$ cat config.mk
export PLATFORM = sky130hd
export DESIGN_NAME = polyphonic_wavetable_voice_mixer_top_flat
export DESIGN_NICKNAME = d
export VERILOG_FILES = /design/src/sv/pwvm_pkg.sv /design/src/sv/pwvm_if.sv /design/src/sv/polyphonic_wavetable_voice_mixer_top.sv /design/src/sv/pwvm_wave_mem.sv /design/src/flat_wrapper.sv
export SDC_FILE = /design/constraint.sdc
export NUM_CORES = 2
export LEC_CHECK = 0
export CORE_MARGIN = 2
export CORE_UTILIZATION = 45
export DETAILED_ROUTE_END_ITERATION = 10
export DONT_BUFFER_PORTS = 1
export PLACE_DENSITY = 0.66
export SETUP_SLACK_MARGIN = 0.4
export SYNTH_ARGS = -nofsm -noshare
export SYNTH_HDL_FRONTEND = slang
export SYNTH_SLANG_ARGS = --single-unit
$ cat constraint.sdc
create_clock -name clk_i -period 7 [get_ports clk_i]
set_clock_uncertainty 0.1 [all_clocks]
set_input_delay 1.4 -clock clk_i [delete_from_list [all_inputs] [get_ports clk_i]]
set_output_delay 1.4 -clock clk_i [all_outputs]
set_load 0.02 [all_outputs]
$ cat src/sv/pwvm_pkg.sv
`timescale 1ns / 1ps
// ----------------------------------------------------------------------------
// pwvm_pkg
// Shared constants, request codes and field types of the wavetable voice mixer.
// ----------------------------------------------------------------------------
package pwvm_pkg;

  localparam int VOICE_LOG2 = 3;
  localparam int NVOICES    = 1 << VOICE_LOG2;
  localparam int OCTAVES    = 2;
  localparam int NKEYS      = 16 * OCTAVES;

  localparam int REQ_W    = 3;
  localparam int KEY_W    = 5;
  localparam int PHASE_W  = 16;
  localparam int TADDR_W  = 8;
  localparam int SAMPLE_W = 8;
  localparam int KEYMAP_W = 32;
  localparam int MIX_W    = SAMPLE_W + VOICE_LOG2;

  typedef logic [REQ_W-1:0]    req_type_t;
  typedef logic [KEY_W-1:0]    key_t;
  typedef logic [PHASE_W-1:0]  phase_t;
  typedef logic [TADDR_W-1:0]  taddr_t;
  typedef logic [SAMPLE_W-1:0] sample_t;
  typedef logic [KEYMAP_W-1:0] keymap_t;
  typedef logic [VOICE_LOG2-1:0] voice_idx_t;
  typedef logic [MIX_W-1:0]    mix_t;

  localparam req_type_t REQ_TICK    = 3'd0;
  localparam req_type_t REQ_PRESS   = 3'd1;
  localparam req_type_t REQ_RELEASE = 3'd2;
  localparam req_type_t REQ_LOAD    = 3'd3;
  localparam req_type_t REQ_CLEAR   = 3'd4;

  localparam key_t KEY_FREE = '0;

  function automatic logic key_usable(input key_t key);
    key_usable = (key != KEY_FREE) && (int'(key) < NKEYS);
  endfunction

endpackage

$ cat src/sv/pwvm_if.sv
`timescale 1ns / 1ps
// ----------------------------------------------------------------------------
// pwvm_if
// Valid/ready channels carrying request words in and result words out.
// ----------------------------------------------------------------------------
interface pwvm_req_if;
  logic                valid;
  logic                ready;
  pwvm_pkg::req_type_t req_type;
  pwvm_pkg::key_t      key_number;
  pwvm_pkg::phase_t    phase_step;
  pwvm_pkg::taddr_t    table_addr;
  pwvm_pkg::sample_t   table_data;

  modport source (output valid, req_type, key_number, phase_step, table_addr,
                  table_data, input ready);
  modport sink   (input valid, req_type, key_number, phase_step, table_addr,
                  table_data, output ready);
endinterface

interface pwvm_res_if;
  logic              valid;
  logic              ready;
  pwvm_pkg::sample_t audio_sample;
  logic              sample_valid;
  logic              voice_found;
  pwvm_pkg::keymap_t held_keys;

  modport source (output valid, audio_sample, sample_valid, voice_found,
                  held_keys, input ready);
  modport sink   (input valid, audio_sample, sample_valid, voice_found,
                  held_keys, output ready);
endinterface

$ cat src/sv/polyphonic_wavetable_voice_mixer_top.sv
`timescale 1ns / 1ps
// ----------------------------------------------------------------------------
// polyphonic_wavetable_voice_mixer_top
// Eight-voice wavetable synthesizer with key allocation and a shared mixer.
// ----------------------------------------------------------------------------
// Usage:
//   req_i carries request words (tick, press, release, load, clear all) and
//   res_o returns exactly one result word per request, in order.
//   A tick walks the voices one per cycle through a single phase adder and
//   one wave table read port: the voice visits, then a drain state for the
//   registered table read, then a done state that posts the result. Press
//   and release scan the voices one per cycle and stop at the first hit; the
//   scan is skipped when the key is zero or off the keyboard or a press finds
//   the key already held. Load, clear all and the spare codes go straight to
//   the done state. One request is in flight at a time; req_i.ready is high
//   only while the sequencer is idle, so the next request can be taken in
//   the cycle after a result is posted.
//   After reset the wave table is zeroed by a clearing pass over all 256
//   entries, one entry per cycle, during which no request is taken.
//   A finished result sits in the output register until res_o.ready; the
//   next request is still taken and worked, but its result waits in the
//   sequencer while the register is full, and no further request is taken
//   until that result is posted.
// ----------------------------------------------------------------------------
module polyphonic_wavetable_voice_mixer_top (
  input logic       clk_i,
  input logic       rst_ni,
  pwvm_req_if.sink  req_i,
  pwvm_res_if.source res_o
);
  import pwvm_pkg::*;

  localparam logic [2:0] ST_INIT  = 3'd0;
  localparam logic [2:0] ST_IDLE  = 3'd1;
  localparam logic [2:0] ST_TICK  = 3'd2;
  localparam logic [2:0] ST_DRAIN = 3'd3;
  localparam logic [2:0] ST_SCAN  = 3'd4;
  localparam logic [2:0] ST_DONE  = 3'd5;

  localparam voice_idx_t LAST_VOICE = voice_idx_t'(NVOICES - 1);
  localparam taddr_t     LAST_ADDR  = '1;

  logic [2:0] state_q, state_d;
  voice_idx_t vidx_q, vidx_d;
  taddr_t     init_cnt_q;
  req_type_t  req_q;
  key_t       key_q;
  phase_t     step_q;
  mix_t       mix_q, mix_d;
  logic       acc_en_q, acc_en_d;
  logic       found_q, found_d;

  phase_t  phase_q [NVOICES];
  phase_t  vstep_q [NVOICES];
  key_t    vkey_q  [NVOICES];
  keymap_t keymap_q;

  logic    out_valid_q;
  sample_t out_sample_q;
  logic    out_svalid_q;
  logic    out_found_q;
  keymap_t out_held_q;

  logic    accept;
  logic    post;
  logic    mem_we;
  taddr_t  mem_waddr;
  sample_t mem_wdata;
  sample_t mem_rdata;
  taddr_t  mem_raddr;
  logic    scan_hit;

  assign req_i.ready = (state_q == ST_IDLE);
  assign accept      = req_i.valid && req_i.ready;
  assign post        = (state_q == ST_DONE) && (!out_valid_q || res_o.ready);

  // clearing pass owns the write port until the table is zeroed
  assign mem_we    = (state_q == ST_INIT) || (accept && req_i.req_type == REQ_LOAD);
  assign mem_waddr = (state_q == ST_INIT) ? init_cnt_q : req_i.table_addr;
  assign mem_wdata = (state_q == ST_INIT) ? '0 : req_i.table_data;
  assign mem_raddr = phase_q[vidx_q][PHASE_W-1 -: TADDR_W];

  pwvm_wave_mem u_wave_mem (
    .clk_i  (clk_i),
    .we_i   (mem_we),
    .waddr_i(mem_waddr),
    .wdata_i(mem_wdata),
    .raddr_i(mem_raddr),
    .rdata_o(mem_rdata)
  );

  assign scan_hit = (req_q == REQ_PRESS) ? (vkey_q[vidx_q] == KEY_FREE)
                                         : (vkey_q[vidx_q] == key_q);

  always_comb begin
    state_d  = state_q;
    vidx_d   = vidx_q;
    mix_d    = mix_q;
    acc_en_d = acc_en_q;
    found_d  = found_q;
    case (state_q)
      ST_INIT: begin
        if (init_cnt_q == LAST_ADDR) begin
          state_d = ST_IDLE;
        end
      end
      ST_IDLE: begin
        if (accept) begin
          vidx_d   = '0;
          mix_d    = '0;
          acc_en_d = 1'b0;
          found_d  = 1'b0;
          state_d  = ST_DONE;
          case (req_i.req_type)
            REQ_TICK: state_d = ST_TICK;
            REQ_PRESS: begin
              if (key_usable(req_i.key_number) && !keymap_q[req_i.key_number]) begin
                state_d = ST_SCAN;
              end
            end
            REQ_RELEASE: begin
              if (key_usable(req_i.key_number)) begin
                state_d = ST_SCAN;
              end
            end
            default: state_d = ST_DONE;
          endcase
        end
      end
      ST_TICK: begin
        // table read data is registered and lags its address
        acc_en_d = 1'b1;
        if (acc_en_q) begin
          mix_d = mix_q + mix_t'(mem_rdata);
        end
        if (vidx_q == LAST_VOICE) begin
          state_d = ST_DRAIN;
        end else begin
          vidx_d = vidx_q + 1'b1;
        end
      end
      ST_DRAIN: begin
        mix_d    = mix_q + mix_t'(mem_rdata);
        acc_en_d = 1'b0;
        state_d  = ST_DONE;
      end
      ST_SCAN: begin
        if (scan_hit) begin
          found_d = 1'b1;
          state_d = ST_DONE;
        end else if (vidx_q == LAST_VOICE) begin
          state_d = ST_DONE;
        end else begin
          vidx_d = vidx_q + 1'b1;
        end
      end
      ST_DONE: begin
        if (post) begin
          state_d = ST_IDLE;
        end
      end
      default: state_d = ST_IDLE;
    endcase
  end

  always_ff @(posedge clk_i or negedge rst_ni) begin
    if (!rst_ni) begin
      state_q    <= ST_INIT;
      vidx_q     <= '0;
      init_cnt_q <= '0;
      acc_en_q   <= 1'b0;
      found_q    <= 1'b0;
    end else begin
      state_q  <= state_d;
      vidx_q   <= vidx_d;
      acc_en_q <= acc_en_d;
      found_q  <= found_d;
      if (state_q == ST_INIT) begin
        init_cnt_q <= init_cnt_q + 1'b1;
      end
    end
  end

  always_ff @(posedge clk_i) begin
    mix_q <= mix_d;
    if (accept) begin
      req_q  <= req_i.req_type;
      key_q  <= req_i.key_number;
      step_q <= req_i.phase_step;
    end
  end

  // voice registers and key bitmap
  always_ff @(posedge clk_i or negedge rst_ni) begin
    if (!rst_ni) begin
      for (int v = 0; v < NVOICES; v++) begin
        phase_q[v] <= '0;
        vstep_q[v] <= '0;
        vkey_q[v]  <= KEY_FREE;
      end
      keymap_q <= '0;
    end else begin
      if (accept && req_i.req_type == REQ_CLEAR) begin
        for (int v = 0; v < NVOICES; v++) begin
          phase_q[v] <= '0;
          vstep_q[v] <= '0;
          vkey_q[v]  <= KEY_FREE;
        end
        keymap_q <= '0;
      end
      if (state_q == ST_TICK) begin
        phase_q[vidx_q] <= phase_q[vidx_q] + vstep_q[vidx_q];
      end
      if (state_q == ST_SCAN && scan_hit) begin
        if (req_q == REQ_PRESS) begin
          vkey_q[vidx_q]  <= key_q;
          vstep_q[vidx_q] <= step_q;
          keymap_q[key_q] <= 1'b1;
        end else begin
          vkey_q[vidx_q]  <= KEY_FREE;
          vstep_q[vidx_q] <= '0;
          phase_q[vidx_q] <= '0;
          keymap_q[key_q] <= 1'b0;
        end
      end
    end
  end

  // output word register
  always_ff @(posedge clk_i or negedge rst_ni) begin
    if (!rst_ni) begin
      out_valid_q <= 1'b0;
    end else if (post) begin
      out_valid_q <= 1'b1;
    end else if (res_o.ready) begin
      out_valid_q <= 1'b0;
    end
  end

  always_ff @(posedge clk_i) begin
    if (post) begin
      out_svalid_q <= (req_q == REQ_TICK);
      out_sample_q <= (req_q == REQ_TICK) ? mix_q[VOICE_LOG2 +: SAMPLE_W] : '0;
      out_found_q  <= found_q;
      out_held_q   <= keymap_q;
    end
  end

  assign res_o.valid        = out_valid_q;
  assign res_o.audio_sample = out_sample_q;
  assign res_o.sample_valid = out_svalid_q;
  assign res_o.voice_found  = out_found_q;
  assign res_o.held_keys    = out_held_q;

endmodule

$ cat src/sv/pwvm_wave_mem.sv
`timescale 1ns / 1ps
// ----------------------------------------------------------------------------
// pwvm_wave_mem
// Wave table storage: one write port, one read port with registered data.
// ----------------------------------------------------------------------------
module pwvm_wave_mem (
  input  logic              clk_i,
  input  logic              we_i,
  input  pwvm_pkg::taddr_t  waddr_i,
  input  pwvm_pkg::sample_t wdata_i,
  input  pwvm_pkg::taddr_t  raddr_i,
  output pwvm_pkg::sample_t rdata_o
);
  import pwvm_pkg::*;

  localparam int DEPTH = 1 << TADDR_W;

  sample_t mem [DEPTH];
  sample_t rdata_q;

  always_ff @(posedge clk_i) begin
    if (we_i) begin
      mem[waddr_i] <= wdata_i;
    end
  end

  always_ff @(posedge clk_i) begin
    rdata_q <= mem[raddr_i];
  end

  assign rdata_o = rdata_q;

endmodule

$ cat src/flat_wrapper.sv
// flat-port wrapper written by rule: the top's interface ports become plain ports
module polyphonic_wavetable_voice_mixer_top_flat import pwvm_pkg::*;
  (clk_i, rst_ni, req_i_valid, req_i_req_type, req_i_key_number, req_i_phase_step, req_i_table_addr, req_i_table_data, req_i_ready, res_o_valid, res_o_audio_sample, res_o_sample_valid, res_o_voice_found, res_o_held_keys, res_o_ready);
  pwvm_req_if req_i_i ();
  pwvm_res_if res_o_i ();
  input logic clk_i;
  input logic rst_ni;
  input wire logic [$bits(req_i_i.valid)-1:0] req_i_valid;
  input wire logic [$bits(req_i_i.req_type)-1:0] req_i_req_type;
  input wire logic [$bits(req_i_i.key_number)-1:0] req_i_key_number;
  input wire logic [$bits(req_i_i.phase_step)-1:0] req_i_phase_step;
  input wire logic [$bits(req_i_i.table_addr)-1:0] req_i_table_addr;
  input wire logic [$bits(req_i_i.table_data)-1:0] req_i_table_data;
  output wire logic [$bits(req_i_i.ready)-1:0] req_i_ready;
  output wire logic [$bits(res_o_i.valid)-1:0] res_o_valid;
  output wire logic [$bits(res_o_i.audio_sample)-1:0] res_o_audio_sample;
  output wire logic [$bits(res_o_i.sample_valid)-1:0] res_o_sample_valid;
  output wire logic [$bits(res_o_i.voice_found)-1:0] res_o_voice_found;
  output wire logic [$bits(res_o_i.held_keys)-1:0] res_o_held_keys;
  input wire logic [$bits(res_o_i.ready)-1:0] res_o_ready;
  assign req_i_i.valid = req_i_valid;
  assign req_i_i.req_type = req_i_req_type;
  assign req_i_i.key_number = req_i_key_number;
  assign req_i_i.phase_step = req_i_phase_step;
  assign req_i_i.table_addr = req_i_table_addr;
  assign req_i_i.table_data = req_i_table_data;
  assign req_i_ready = req_i_i.ready;
  assign res_o_valid = res_o_i.valid;
  assign res_o_audio_sample = res_o_i.audio_sample;
  assign res_o_sample_valid = res_o_i.sample_valid;
  assign res_o_voice_found = res_o_i.voice_found;
  assign res_o_held_keys = res_o_i.held_keys;
  assign res_o_i.ready = res_o_ready;
  polyphonic_wavetable_voice_mixer_top u_core (.clk_i(clk_i), .rst_ni(rst_ni), .req_i(req_i_i), .res_o(res_o_i));
endmodule
# Word level (Yosys, flattened, before mapping)
# Memories as Yosys holds them, arrays and structs flattened. A register that Yosys moved wholly into a read port is not among the register bits.
# Index checks and enable logic that the tools add are counted.
# classes
order_cmp,5
add_sub_neg,4
mux,61
n_reduce_logical,26
n_eq_ne,21
bitwise,9
# op_table
op,n
two-way mux 128 bit,7
bitwise AND 128 bit,2
bitwise mux 128 bit,2
inverter 128 bit,1
two-way mux 40 bit,3
binary-select mux 16 bit (select 3 bit),2
two-way mux 32 bit,3
two-way mux 16 bit,5
demux 16 bit (select 3 bit),1
bitwise AND 40 bit,1
bitwise mux 40 bit,1
inverter 40 bit,1
one-hot mux 11 bit (3 select lines),1
bitwise AND 32 bit,1
inverter 32 bit,1
bitwise OR 32 bit,1
two-way mux 3 bit,9
two-way mux 11 bit,2
one-hot mux 3 bit (3 select lines),2
one-hot mux 3 bit (6 select lines),1
adder 16 bit,1
two-way mux 8 bit,2
binary-select mux 5 bit (select 3 bit),1
demux 5 bit (select 3 bit),1
33 further kinds,74
# totals
elab_cells,166
n_memories,1
in_bits,44
output_inout_bits,44
register_bits,422
ramBits,2048
# mem_list
memory,words,width,rd,rd_clocked_by_memory_dff,write_ports,line,text
u_core.u_wave_mem.mem,256,8,1,1,1,pwvm_wave_mem.sv:18,sample_t mem [DEPTH];

# Longest topological paths before layout
# depth
ltp_word,10
mapped_depth,21

# Cells and area by module
# From an unflattened synthesis, not the netlist that was laid out.
# unflattened
cells_unflattened,5717
area_unflattened_um2,99802.0
# by_module_without_submodules
mod,n_inst,cells_each,area_each_um2
pwvm_wave_mem,1,3733,79556.3
polyphonic_wavetable_voice_mixer_top,1,1984,20245.7

# Least setup slack after synthesis
# OpenSTA, ideal clock, no wires.
# synth_timing
path_kind,register to register
start,register u_core.state_q[1]
end,memory u_core.u_wave_mem.mem[0][0] in the netlist's numbering (data pin)
synth_period_minus_slack_ps,5722
t_arrival_ps,4754
n_path_buf,4
path_stages_with_launch,7
setup_time_ps,868
slack_ps,1278
t_required_ps,6032
cell_sequence,dfrtp_1 clkbuf_1 or3_1 clkbuf_1 clkbuf_1 clkbuf_1 and2_1
# synth_between
elab_chain_cells,2
# synth_lines
item,line,text
from (decl),polyphonic_wavetable_voice_mixer_top.sv:43,"logic [2:0] state_q, state_d;"
from (signal assigned),polyphonic_wavetable_voice_mixer_top.sv:174,state_q <= state_d;
zero test 3 bit,polyphonic_wavetable_voice_mixer_top.sv:80,assign mem_wdata = (state_q == ST_INIT) ? '0 : req_i.table_data;
two-way mux 8 bit,polyphonic_wavetable_voice_mixer_top.sv:80,
named net u_core.mem_wdata[0],polyphonic_wavetable_voice_mixer_top.sv:68,sample_t mem_wdata;
to (decl),pwvm_wave_mem.sv:18,
# The timed path passes the listed nets, and every way through them passes these cells.

# Final worst setup path
# layout_timing
start,register u_core.vidx_q[2]
end,"register u_core.u_wave_mem.rdata_q[6] (netlist: u_core.u_wave_mem.rdata_o[6]), read port of u_core.u_wave_mem.mem"
# layout_between
elab_chain_cells,4
# layout_lines
item,line,text
from (decl),polyphonic_wavetable_voice_mixer_top.sv:44,"voice_idx_t vidx_q, vidx_d;"
from (signal assigned),polyphonic_wavetable_voice_mixer_top.sv:175,vidx_q <= vidx_d;
inverter 3 -> 4 bit (implied by the code),polyphonic_wavetable_voice_mixer_top.sv:81,assign mem_raddr = phase_q[vidx_q][PHASE_W-1 -: TADDR_W];
binary-select mux 16 bit (select 3 bit),polyphonic_wavetable_voice_mixer_top.sv:81,
two-way mux 16 bit (implied by the code) (2 in a row),polyphonic_wavetable_voice_mixer_top.sv:81,
to (decl),pwvm_wave_mem.sv:19,sample_t rdata_q;
# Every way passes these cells. The select of a mux whose other input is x is not followed.
# A chain may end at the register's enable or synchronous reset.

==> metrics.md <==
| Metric | Value |
|---|---|
| # DRC | 0 |
| Maximum clock path buffer count | 3 |
| Final Hold Slack | 111 ps |
| RSZ-0062 raised after global routing | false |
| Total setup buffers inserted after CTS | 0 |
| Clock sinks | 2478 |
| WS Path Type | flip-flop to flip-flop |
| Chip width | 478 microns |
| Post-layout min period | 5980 ps |
| Met2 usage in global routing | 36.7% |
| Num rows | 173 |
| Initial DRC count | 9745 |
| H-tree levels | 4 |
| Starting Density | 45.4% |
| Placement Setup Slack | 1160 ps |
| Area grow syn2layout | 11.3% |
| Asr flop ratio synth | 13.9% |
| Clock Latency Late Sink | 870 ps |
| Drt first pass iters | 9 |
| Mapped Cells | 7860 |
| Startpoint Class | flip-flop |
| Cts bufs inserted | 240 |
| Total wire length | 283 mm |
| Status | complete, no violations |
| Multi-input gate area | 0.0263 sq mm |
| EDFF count, synth | 2125 |
| Setup violators final | 0 |
| Post-Syn Area | 0.101 sq mm |
| Setup TNS | 0 ps |
| Max Cap Viol | 0 |
| Commonest non-fill, non-tap cell in the layout | edfxtp_1 |
| Tightest Pin Transition | 1420 ps |
| Most used cell, CP | mux2i_1 |
| Highest fanout seen on the critical path | 73 |
| Share of the synthesized area in the top cell type | 63.1% |
| Antenna violations before repair | 7 |
| Most crowded layer after global routing | met2 |
| Fin. Hold Viols | 0 |
| Reg area | 0.0726 sq mm |
| Worst vdd ir | 0.241 mV |
| Clk root buf | clkbuf_16 |
| M3 GR Usage | 5.36% |
| Overall Global Routing Usage | 24.2% |
| Die height | 478 microns |
| CP cell instances | mux2i_1, mux4_4, inv_8, buf_12, mux2i_1, mux2i_1, mux2i_1, a2bb2oi_1, o22ai_1, nor4_1, nand2_1 |
| Syn nets | 7932 |
| DP Wirelength | 169 mm |
| Power density over cell area | 258 mW/mm^2 |
| Worst Hold Class | input port to async pin |
| Worst EP arrival | 6620 ps |
| # IOs | 88 |
| Setup WS post-layout | 1020 ps |
| Fin. max-slew vios | 0 |
| Die ar. | 0.228 sq mm |
| Lkg Pwr | 36.7 nW |
| Vias in the first global route | 63000 |
| Final Cell Area | 0.112 sq mm |
| Yosys warns | 0 |
| Post-synth top flop | edfxtp_1 |
| Critical Path Slowest Stage Cell | mux4_4 |
| Sequential share of the synthesized area | 71.8% |
| CTS tree | done |
| Overflow after GRT | 0 |
| # port buffers | 0 |
| Crit-path max cell delay | 960 ps |
| Post-DP Area | 0.104 sq mm |
| Worst slew margin | 4.75% |
| DR vias/cell | 6.05 |
| Core Footprint | 0.223 sq mm |
| Period utilization | 85.5% |
| Post-DRT Antenna Nets | 0 |
| Synth cell types | 80 |
| Share of post-route cells with drive strength above 1 | 8.04% |
| Routed len/inst | 25.9 microns |
| Filler instances | 18600 |
| Req. time, crit path | 7640 ps |
| F_max | 0.167 GHz |
| Synth area leader | edfxtp_1 |
| GP Congestion | 0.921 |
| CP endpoint kind | flip-flop |
| Vias | 66100 |
| Syn_area_per_cell | 12.9 sq um |
| Largest net degree at the start of global routing | 346 |
| CTS Hold Bufs | 0 |
| Final nets | 7824 |
| First-pass GRT wire length | 418 mm |
| Most frequent cells in the layout | edfxtp_1 (2125), nand2_1 (1659), nand3_1 (895) |
| # resized after CTS | 0 |
| Met1 Use GR | 33.8% |
| Yosys reg bits | 2478 |
| Top cells by area, synth | edfxtp_1 (63%), dfrtp_1 (8.5%), nand2_1 (6.2%), nand3_1 (4.4%), mux2i_1 (3.0%) |
| Clk slew on worst S/H paths | 70 ps |
worst max-delay path, delay by kind of cell, from the launching register on:
kind / cells / cell delay (ps)
compound gates: 2 / 1160
buf+inv: 2 / 990
flops: 1 / 830
mux: 5 / 1770
simple gates: 2 / 760
sequential cells by signal, summed over array words and instances, names as in the netlist:
signal / flops
u_core.found_q: 1
u_core.key_q: 5
u_core.vstep_q: 128
u_core.u_wave_mem.mem: 2048
u_core.vkey_q: 40
u_core.res_o.voice_found: 1
u_core.res_o.sample_valid: 1
u_core.mix_q: 11
u_core.step_q: 16
u_core.req_q: 3
u_core.acc_en_q: 1
u_core.res_o.audio_sample: 8
u_core.init_cnt_q: 8
u_core.vidx_q: 3
u_core.u_wave_mem.rdata_o: 8
u_core.keymap_q: 32
u_core.state_q: 3
u_core.res_o.held_keys: 32
u_core.res_o.valid: 1
u_core.phase_q: 128
kinds of logic (layout without fill, tap and decap cells):
| logic type | Yosys count | in the layout | synth area share, % |
|---|---|---|---|
| compound gates | 1005 | 1005 | 6.67 |
| buf+inv | 557 | 653 | 2.33 |
| flops | 2478 | 2478 | 71.8 |
| fa+ha+maj | 28 | 28 | 0.362 |
| other cells | 0 | 3 | 0 |
| xor+xnor | 31 | 31 | 0.269 |
| mux | 326 | 326 | 3.52 |
| simple gates | 3435 | 3435 | 15.0 |
cell usage after synthesis (13+ instances only):
| cell | n |
|---|---|
| a211oi_1 | 25 |
| a21oi_1 | 166 |
| a221oi_1 | 19 |
| a22o_1 | 17 |
| a22oi_1 | 208 |
| a311oi_1 | 17 |
| a31oi_1 | 44 |
| a32o_1 | 23 |
| a32oi_1 | 77 |
| and2_1 | 22 |
| and3_1 | 81 |
| buf_1 | 75 |
| buf_2 | 117 |
| buf_4 | 24 |
| clkbuf_1 | 307 |
| dfrtp_1 | 345 |
| edfxtp_1 | 2125 |
| ha_1 | 26 |
| inv_1 | 24 |
| mux2i_1 | 298 |
| mux4_2 | 22 |
| nand2_1 | 1659 |
| nand3_1 | 898 |
| nand3b_1 | 20 |
| nand4_1 | 120 |
| nor2_1 | 447 |
| nor3_1 | 54 |
| nor4_1 | 51 |
| o2111ai_1 | 17 |
| o21ai_0 | 231 |
| o21ai_1 | 19 |
| o22ai_1 | 57 |
| o31ai_1 | 13 |
| or3_1 | 13 |
| xnor2_1 | 28 |
power by group:
part / leakage [nW] / internal, W / switching [W]
clock: 3.93 / 0.00744 / 0.00571
sequential: 18.7 / 0.0158 / 0.0000000000000000000773
combinational: 14.1 / 0.00000402 / 0.00000120
per-layer routing:
metal / share of wire, % / wire length, microns / vias to the layer above
met5: 0.0095 / 27 / -
met4: 4.3 / 12200 / 4
met3: 10 / 28700 / 600
met2: 45 / 129000 / 3516
met1: 40 / 114000 / 33000
li1: - / - / 29000
layout make-up:
class	instances	area share, %
Inverter	30	0.118
Clock inverter	166	1.57
Clock buffer	280	5.58
Sequential cell	2478	64.6
Timing Repair Buffer	177	1.48
Antenna cell	3	0.00667
Tap cell	2975	3.31
Multi-Input combinational cell	4825	23.4
worst paths after layout:
kind,from,endpoint,slack [ps],depth (start not counted)
max in group asynchronous,rst_ni,u_core.keymap_q[13]$_DFF_PN0_,6160,0
setup / recovery,u_core.vidx_q[2]$_DFFE_PN0P_,u_core.u_wave_mem.rdata_o[6]$_DFF_P_,1020,11
setup reg to reg,u_core.vidx_q[2]$_DFFE_PN0P_,u_core.u_wave_mem.rdata_o[6]$_DFF_P_,1020,11
hold / removal,rst_ni,u_core.vstep_q[52]$_DFF_PN0_,110,0
min in group clk_i,u_core.found_q$_DFFE_PN0P_,u_core.res_o.voice_found$_DFFE_PP_,370,0
hold reg to reg,u_core.found_q$_DFFE_PN0P_,u_core.res_o.voice_found$_DFFE_PP_,370,0
through the flow:
step | instances | util [%] | power (W)
5_1_grt | 10900 | 50.5 | 0.0296
4_1_cts | 10900 | 50.5 | 0.0291
6_report | 10900 | 50.5 | 0.0290
2_1_floorplan | 7860 | - | 0.0161
3_3_place_gp | 10500 | 46.9 | 0.0161
3_5_place_dp | 10500 | 46.9 | 0.0161
No activity file was read; power rests on OpenSTA's default activity.
